--- config.mk ---
export PLATFORM = sky130hd
export DESIGN_NAME = signed_int_to_ascii_formatter
export DESIGN_NICKNAME = d
export VERILOG_FILES = /design/src/rtl/sitaf_pkg.sv /design/src/rtl/signed_int_to_ascii_formatter.sv /design/src/rtl/sitaf_dabble.sv
export SDC_FILE = /design/constraint.sdc
export NUM_CORES = 1
export LEC_CHECK = 0
export BUFFER_PORTS_ARGS = -buffer_cell sky130_fd_sc_hd__buf_2
export CAP_MARGIN = 20
export CORE_MARGIN = 2
export CORE_UTILIZATION = 60
export CTS_CLUSTER_SIZE = 30
export DETAILED_ROUTE_END_ITERATION = 16
export PLACE_DENSITY = 0.81
export SYNTH_ARGS = -nofsm -noshare
export SYNTH_HDL_FRONTEND = slang
export SYNTH_HIERARCHICAL = 1
export SYNTH_SLANG_ARGS = --single-unit
--- constraint.sdc ---
create_clock -name i_clk -period 3.1 [get_ports i_clk]
set_clock_uncertainty 0.2 [all_clocks]
set_input_delay 0.31 -clock i_clk [delete_from_list [all_inputs] [get_ports i_clk]]
set_output_delay 0.31 -clock i_clk [all_outputs]
set_load 0.02 [all_outputs]
--- src/rtl/sitaf_pkg.sv ---
// ----------------------------------------------------------------------------
// sitaf_pkg: shared constants, types and helpers of the integer text formatter
// Holds the value width, the digit register geometry, the ASCII codes that
// the formatter emits and the control and status structs of the converter.
// ----------------------------------------------------------------------------
package sitaf_pkg;

    // Width of the signed input value that is formatted.
    localparam int VALUE_WIDTH = 64;
    // Largest digit count, also the most padding that min_digits can give.
    localparam int NUM_DIGITS  = 24;
    localparam int DIG_W       = 4 * NUM_DIGITS;
    localparam int CNT_W       = $clog2(VALUE_WIDTH);
    localparam int POS_W       = $clog2(NUM_DIGITS);

    // Configuration register indexes.
    localparam logic [1:0] REG_HEX_MODE    = 2'd0;
    localparam logic [1:0] REG_MIN_DIGITS  = 2'd1;
    localparam logic [1:0] REG_SHOW_PREFIX = 2'd2;

    // ASCII codes.
    localparam logic [7:0] CH_ZERO  = 8'h30;
    localparam logic [7:0] CH_MINUS = 8'h2D;
    localparam logic [7:0] CH_X     = 8'h78;
    // Distance from the code after '9' to 'A'.
    localparam logic [7:0] HEX_GAP  = 8'd7;

    // Commands from the sequencer to the digit converter.
    typedef struct packed {
        logic load;        // take a new value and start the conversion
        logic hex;         // plain binary shift instead of shift-add-3
        logic shift_digit; // drop the top digit, shift the rest up
    } t_conv_ctrl;

    // Status from the digit converter.
    typedef struct packed {
        logic done;        // final conversion step is taking place
        logic neg;         // value of the item was negative
    } t_conv_stat;

    // ASCII code of one digit, upper-case for ten and above.
    function automatic logic [7:0] digit_char(input logic [3:0] d);
        logic [7:0] c;
        c = CH_ZERO + {4'h0, d};
        if (d > 4'd9) begin
            c = c + HEX_GAP;
        end
        return c;
    endfunction

endpackage

--- src/rtl/signed_int_to_ascii_formatter.sv ---
// ----------------------------------------------------------------------------
// signed_int_to_ascii_formatter: signed integer to ASCII text
// Formats each 64-bit signed value as decimal or upper-case hex text, one
// character per output transfer, with tlast on the final character.
// ----------------------------------------------------------------------------
// An item is first converted bit-serially (the digit converter takes in one
// bit of the value per step, with shift-add-3 in decimal). The sequencer then
// places the "0x" prefix when hex_mode and show_prefix are set, and steps
// through the digit positions from the 24th down to the first, placing the
// minus sign ahead of the first printed digit. Leading digit positions that
// print nothing still take a step each, and a stall on the output side holds
// the sequencer. A new value is taken once the final character has been
// placed in the output register, while that character still waits for its
// transfer. Configuration registers are at byte addresses 0 (hex_mode),
// 4 (min_digits) and 8 (show_prefix).
module signed_int_to_ascii_formatter import sitaf_pkg::*; (
    input  logic        i_clk,
    input  logic        i_rst_n,
    // Input stream
    input  logic        i_s_tvalid,
    output logic        o_s_tready,
    input  logic [63:0] i_s_tdata,   // [63:0] value
    // Output stream
    output logic        o_m_tvalid,
    input  logic        i_m_tready,
    output logic [7:0]  o_m_tdata,   // [7:0] character
    output logic        o_m_tlast,
    // Configuration port
    input  logic        i_psel,
    input  logic        i_penable,
    input  logic        i_pwrite,
    input  logic [3:0]  i_paddr,
    input  logic [31:0] i_pwdata,
    output logic [31:0] o_prdata,
    output logic        o_pready
);

    typedef enum logic [2:0] {
        ST_IDLE,
        ST_CONV,
        ST_PREFIX0,
        ST_PREFIX1,
        ST_SCAN
    } t_state;

    t_state           r_state;
    logic             r_hex_mode;
    logic [4:0]       r_min_digits;
    logic             r_show_prefix;
    logic [POS_W-1:0] r_pos;
    logic             r_seen;
    logic             r_sign_pending;
    logic             r_out_valid;
    logic [7:0]       r_out_char;
    logic             r_out_last;

    t_conv_ctrl       ctrl;
    t_conv_stat       stat;
    logic [3:0]       top;
    logic [4:0]       need;
    logic             can_emit;
    logic             print_here;
    logic             load_out;
    logic             s_accept;
    logic             cfg_write;
    logic [1:0]       reg_idx;

    // Configuration writes and reads.
    assign reg_idx   = i_paddr[3:2];
    assign cfg_write = i_psel && i_penable && i_pwrite;
    assign o_pready  = 1'b1;

    always_ff @(posedge i_clk) begin
        if (!i_rst_n) begin
            r_hex_mode    <= 1'b0;
            r_min_digits  <= 5'd1;
            r_show_prefix <= 1'b1;
        end else if (cfg_write) begin
            unique case (reg_idx)
                REG_HEX_MODE:    r_hex_mode    <= i_pwdata[0];
                REG_MIN_DIGITS:  r_min_digits  <= i_pwdata[4:0];
                REG_SHOW_PREFIX: r_show_prefix <= i_pwdata[0];
                default:         ;
            endcase
        end
    end

    always_comb begin
        unique case (reg_idx)
            REG_HEX_MODE:    o_prdata = {31'h0, r_hex_mode};
            REG_MIN_DIGITS:  o_prdata = {27'h0, r_min_digits};
            REG_SHOW_PREFIX: o_prdata = {31'h0, r_show_prefix};
            default:         o_prdata = '0;
        endcase
    end

    // Padding saturates at the digit register depth.
    assign need = (r_min_digits > 5'(NUM_DIGITS)) ? 5'(NUM_DIGITS) : r_min_digits;

    // A position prints when padding asks for it, a digit has already
    // printed, its digit is nonzero, or it is the units position.
    assign print_here = (5'(r_pos) < need) || r_seen || (top != 4'h0) || (r_pos == '0);

    assign can_emit   = !r_out_valid || i_m_tready;
    assign o_s_tready = (r_state == ST_IDLE);
    assign s_accept   = i_s_tvalid && o_s_tready;

    // The output register takes every character that the sequencer places.
    assign load_out = can_emit && ((r_state == ST_PREFIX0) || (r_state == ST_PREFIX1) ||
                                   ((r_state == ST_SCAN) && print_here));

    // Converter commands.
    always_comb begin
        ctrl.load        = s_accept;
        ctrl.hex         = r_hex_mode;
        ctrl.shift_digit = 1'b0;
        if (r_state == ST_SCAN) begin
            if (!print_here) begin
                ctrl.shift_digit = 1'b1;
            end else if (can_emit && !r_sign_pending) begin
                ctrl.shift_digit = 1'b1;
            end
        end
    end

    sitaf_dabble u_dabble (
        .i_clk   (i_clk),
        .i_rst_n (i_rst_n),
        .i_ctrl  (ctrl),
        .i_value (i_s_tdata[VALUE_WIDTH-1:0]),
        .o_stat  (stat),
        .o_top   (top)
    );

    // Sequencer and output register.
    always_ff @(posedge i_clk) begin
        if (!i_rst_n) begin
            r_state        <= ST_IDLE;
            r_out_valid    <= 1'b0;
            r_pos          <= '0;
            r_seen         <= 1'b0;
            r_sign_pending <= 1'b0;
        end else begin
            if (load_out) begin
                r_out_valid <= 1'b1;
            end else if (i_m_tready) begin
                r_out_valid <= 1'b0;
            end
            unique case (r_state)
                ST_IDLE: begin
                    if (s_accept) begin
                        r_state <= ST_CONV;
                    end
                end
                ST_CONV: begin
                    if (stat.done) begin
                        r_pos          <= POS_W'(NUM_DIGITS - 1);
                        r_seen         <= 1'b0;
                        r_sign_pending <= stat.neg;
                        if (r_hex_mode && r_show_prefix) begin
                            r_state <= ST_PREFIX0;
                        end else begin
                            r_state <= ST_SCAN;
                        end
                    end
                end
                ST_PREFIX0: begin
                    if (can_emit) begin
                        r_out_char  <= CH_ZERO;
                        r_out_last  <= 1'b0;
                        r_state     <= ST_PREFIX1;
                    end
                end
                ST_PREFIX1: begin
                    if (can_emit) begin
                        r_out_char  <= CH_X;
                        r_out_last  <= 1'b0;
                        r_state     <= ST_SCAN;
                    end
                end
                ST_SCAN: begin
                    if (!print_here) begin
                        r_pos <= r_pos - 1'b1;
                    end else if (can_emit) begin
                        r_seen      <= 1'b1;
                        if (r_sign_pending) begin
                            r_out_char     <= CH_MINUS;
                            r_out_last     <= 1'b0;
                            r_sign_pending <= 1'b0;
                        end else begin
                            r_out_char <= digit_char(top);
                            r_out_last <= (r_pos == '0);
                            r_pos      <= r_pos - 1'b1;
                            if (r_pos == '0) begin
                                r_state <= ST_IDLE;
                            end
                        end
                    end
                end
                default: r_state <= ST_IDLE;
            endcase
        end
    end

    assign o_m_tvalid = r_out_valid;
    assign o_m_tdata  = r_out_char;
    assign o_m_tlast  = r_out_last;

endmodule

--- src/rtl/sitaf_dabble.sv ---
// ----------------------------------------------------------------------------
// sitaf_dabble: magnitude to digit conversion, one bit per cycle
// Takes the magnitude of the value and shifts it, most significant bit first,
// into a register of four-bit digits. In decimal each digit of five or more
// gets three added before the shift; in hex the bits shift in unchanged.
// After conversion the digits leave from the top, one per shift command.
// ----------------------------------------------------------------------------
module sitaf_dabble import sitaf_pkg::*; (
    input  logic                   i_clk,
    input  logic                   i_rst_n,
    input  t_conv_ctrl             i_ctrl,
    input  logic [VALUE_WIDTH-1:0] i_value,
    output t_conv_stat             o_stat,
    output logic [3:0]             o_top
);

    logic [VALUE_WIDTH-1:0] r_mag;
    logic [DIG_W-1:0]       r_digits;
    logic [DIG_W-1:0]       adj;
    logic [CNT_W-1:0]       r_cnt;
    logic                   r_busy;
    logic                   r_hex;
    logic                   r_neg;

    // Add three to each decimal digit of five or more ahead of the shift.
    always_comb begin
        for (int k = 0; k < NUM_DIGITS; k++) begin
            if (!r_hex && r_digits[4*k +: 4] >= 4'd5) begin
                adj[4*k +: 4] = r_digits[4*k +: 4] + 4'd3;
            end else begin
                adj[4*k +: 4] = r_digits[4*k +: 4];
            end
        end
    end

    // Step counter and busy flag.
    always_ff @(posedge i_clk) begin
        if (!i_rst_n) begin
            r_busy <= 1'b0;
            r_cnt  <= '0;
        end else if (i_ctrl.load) begin
            r_busy <= 1'b1;
            r_cnt  <= CNT_W'(VALUE_WIDTH - 1);
        end else if (r_busy) begin
            r_cnt <= r_cnt - 1'b1;
            if (r_cnt == '0) begin
                r_busy <= 1'b0;
            end
        end
    end

    // Magnitude and digit shift registers.
    always_ff @(posedge i_clk) begin
        if (i_ctrl.load) begin
            r_neg    <= i_value[VALUE_WIDTH-1];
            r_hex    <= i_ctrl.hex;
            r_digits <= '0;
            if (i_value[VALUE_WIDTH-1]) begin
                r_mag <= ~i_value + 1'b1;
            end else begin
                r_mag <= i_value;
            end
        end else if (r_busy) begin
            r_mag    <= {r_mag[VALUE_WIDTH-2:0], 1'b0};
            r_digits <= {adj[DIG_W-2:0], r_mag[VALUE_WIDTH-1]};
        end else if (i_ctrl.shift_digit) begin
            r_digits <= {r_digits[DIG_W-5:0], 4'h0};
        end
    end

    assign o_stat.done = r_busy && (r_cnt == '0);
    assign o_stat.neg  = r_neg;
    assign o_top       = r_digits[DIG_W-1 -: 4];

endmodule
==> flow_metrics.py <==
metrics = {
    "logic_synthesis": {
        "synth_top_family_by_area": "compound AO/OA/AOI/OAI gates",
        "yosys-mux-area-fraction": 0.0268,
        "synth_simple_gate_area_frac": 0.176,
        "syn-instance-count": 1487,
        "synth_xor_xnor_area_share": 0.0623,
        "yosysSeqAreaShare": 0.363,
        "synth-adder-area-share": 0.0587,
        "number_of_flip_flops_and_latches_in_the_synthesized_netlist": 195,
        "avgSynthCellArea_um2": 8.61,
        "synth_enable_flop_cells": 74,
        "synth_top_flop_cell": "dfxtp_1",
        "async_flop_share": 0,
        "yosysWarningCount": 6,
        "synthesized_area_fraction_occupied_by_ao_oa_aoi_and_oai_cells": 0.238,
        "mappedNetlistArea_mm2": 0.0128,
        "synth.distinct_cells": 69,
    },
    "min_path": {
        "hp-class": "input pin to flip-flop",
        "hold_path_startpoint": "i_s_tdata[0]",
        "min_path_cells": 2,
        "hold_end": "u_dabble/r_mag[0]$_SDFFCE_PN0P_",
    },
    "clock_network": {
        "clk_path_buf_depth": 2,
        "cts.reportedPaths.clkPinSlew_ps": 70,
        "cts_root_buffer": "clkbuf_16",
        "ctsHtreeMaxLevel": 4,
        "clk_latency_worst_skew_pair_ps": 430,
        "clock_tree_from_tritoncts": "done",
        "cts.sinks": 195,
        "tritoncts.num_buffers": 17,
    },
    "sta": {
        "finalHoldWorstSlack_ps": 11.4,
        "report.final.slew_viol_count": 0,
        "fmax_mhz": 341,
        "period_needed_ps": 2930,
        "grt_setup_unrepaired": "false",
        "sum_of_negative_setup_slack_ps": 0,
        "period_share": 0.945,
        "tightestPinTransition_ps": 789,
        "finalHoldViolCount": 0,
        "setup_viol": 0,
        "max_slew_headroom": 0.474,
    },
    "finish": {
        "area_growth_pct": 9.49,
        "layout.filler_cells": 1659,
        "antenna_cells_inserted": 0,
        "nets": 1692,
        "drive_above_1_share": 0.114,
        "postLayoutCoreUtil": 0.669,
    },
    "setup_path": {
        "worst-endpoint-required_ps": 3180,
        "timing_worst_setup_path_type": "flip-flop to flip-flop",
        "startpoint_type": "flip-flop",
        "reg2reg_from": "u_dabble/r_digits[92]$_SDFFE_PP0P_",
        "critical_path.max_fanout": 52,
        "cp_data_arrival_time_ps": 3010,
        "nature_of_the_critical_path_endpoint": "flip-flop",
        "reg2reg_slack_ps": 170,
        "reg2reg_depth": 11,
        "crit-reg2reg-capture": "u_dabble/r_digits[14]$_SDFFE_PP0P_",
    },
    "placed_design": {
        "numPortBuffers": 92,
        "hpwl_um": 17800,
        "globalplace.congestion": 0.924,
    },
    "pwr": {
        "irDropWorstVdd_v": 0.000365,
        "power_per_cell_area_mw_per_mm2": 545,
        "leakage_dissipation_nw": 5.03,
    },
    "route": {
        "first_pass_iters": 8,
        "vias_per_cell": 5.97,
        "initialDrtViolationCount": 709,
        "routed-via-count": 10800,
        "post-route-drc-count": 0,
        "finalWirelength_um": 26900,
        "detail-route-antenna-nets": 0,
        "wl_per_cell_um": 14.8,
    },
    "grt": {
        "globalRouteOverflowTotal": 0,
        "maximum_number_of_pins_on_one_net_before_global_route_repair": 171,
        "first_global_vias": 10200,
        "groute.usage.overall": 0.246,
        "grt_first_pass_wirelength_um": 46300,
        "antenna_violations_before_repair": 0,
    },
    "die": {
        "core_area_mm2": 0.0210,
        "floorplan.io_pins": 151,
        "die_height_um": 150,
        "num_rows": 53,
        "die-width_um": 150,
        "die_area_mm2": 0.0225,
        "initial_utilization": 0.611,
    },
    "status": {
        "outcome": "finished, final reports clean",
    },
    "run": {
        "drv.max_cap_violation_count": 0,
    },
}
[final cells by class]
| type | instances | area [µm²] | share of cell area |
|---|---|---|---|
| well taps | 275 | 344 | 0.0246 |
| multi-input cells | 1103 | 7320 | 0.522 |
| repair buffers | 119 | 803 | 0.0573 |
| clock buffers | 25 | 515 | 0.0368 |
| flip-flops and latches | 195 | 4650 | 0.332 |
| clock inverters | 7 | 50.0 | 0.00357 |
| inverters | 89 | 334 | 0.0238 |
[cells by family after synthesis]
kind of cell	count (synthesis)
compound gates	450
simple gates	439
buf+inv	216
flops	195
xor+xnor	91
fa+ha+maj	60
mux	34
other cells	2
[cell usage after synthesis (all sizes together), types with 18 or more instances]
cell | count | area, µm²
nor3 | 19 | 106
or4 | 34 | 267
nand2b | 29 | 181
clkbuf | 87 | 327
buf | 40 | 287
inv | 88 | 330
a211oi | 184 | 1380
o21ai | 78 | 390
nand2 | 64 | 250
a311oi | 25 | 219
ha | 60 | 751
nor2b | 53 | 332
nor2 | 179 | 672
edfxtp | 74 | 2220
xor2 | 61 | 534
dfxtp | 121 | 2420
mux2i | 32 | 320
a21oi | 99 | 499
o41ai | 18 | 188
xnor2 | 30 | 263
[state kept, by name, indices dropped and copies added (netlist names), 3 cells and up]
name	count
r_state	3
r_min_digits	5
u_dabble/r_cnt	6
r_pos	5
u_dabble/r_digits	96
o_m_tdata	7
u_dabble/r_mag	64
[layout by cell type, fill, tap and decap left out, types with 18 or more instances in the layout]
master,Yosys,final
a211oi_1,184,184
nor2_1,179,179
dfxtp_1,121,120
a21oi_1,98,98
buf_2,1,92
inv_1,88,89
o21ai_0,74,74
edfxtp_1,74,74
nand2_1,62,62
xor2_1,61,61
ha_1,60,60
nor2b_1,53,53
mux2i_1,32,32
or4_1,31,31
xnor2_1,30,30
nand2b_1,29,29
conb_1,2,29
a311oi_1,25,25
nor3_1,18,18
[metrics by stage]
stage               power (W)  area (µm²)  setup slack (ps)  std cells
finish                0.00763       14000               169       1813
global route          0.00813       14000              75.4       1813
CTS                   0.00767       14000               203       1813
detailed placement    0.00551       13400               205       1775
global placement      0.00542       13400               218       1775
floorplan             0.00506       12900              46.2       1514
[critical path: stages, from the launching register on]
cell	delay (ps)
dfxtp_1	400
inv_1	150
ha_1	170
nor4b_2	330
o211ai_2	170
a31o_2	270
a21oi_4	190
buf_12	170
buf_12	230
nor2_1	80
a211oi_1	300
a211oi_1	90
[repair_timing]
| item | 4_1_cts | 5_1_grt |
|---|---|---|
| hold buffers | 6 | 0 |
| hold endpoints to repair | 8 | 0 |
| gates resized for setup | 0 | 0 |
| buffers inserted | 0 | 0 |
[report_power, final]
group          switching, W  internal [W]  total, W
clock network      0.000966       0.00116   0.00212
registers          0.000334       0.00309   0.00343
logic               0.00119      0.000895   0.00208
total               0.00249       0.00514   0.00763
[per-layer routing]
metal | part of all wire | wire (µm) | GRT usage
met3 | 0.049 | 1320 | 0.0421
met1 | 0.45 | 12100 | 0.321
met4 | 0.013 | 354 | 0.0755
met5 | 0 | 0 | 0
met2 | 0.49 | 13100 | 0.419
[worst max-delay path by stage]
stage / start / end / slack, ps / cells past startpoint
global placement: i_s_tdata[0] / u_dabble/r_mag[62]$_DFFE_PP_ / 220 / 9
global route: u_dabble/r_digits[92]$_SDFFE_PP0P_ / u_dabble/r_digits[14]$_SDFFE_PP0P_ / 80 / 11
finish: u_dabble/r_digits[92]$_SDFFE_PP0P_ / u_dabble/r_digits[14]$_SDFFE_PP0P_ / 170 / 11
floorplan: r_state[1]$_SDFFE_PN0P_ / u_dabble/r_mag[0]$_SDFFCE_PN0P_ / 50 / 5
detailed placement: i_s_tdata[0] / u_dabble/r_mag[48]$_DFFE_PP_ / 200 / 9
CTS: u_dabble/r_digits[92]$_SDFFE_PP0P_ / u_dabble/r_digits[14]$_SDFFE_PP0P_ / 200 / 11
No activity file was read; power rests on OpenSTA's default activity.
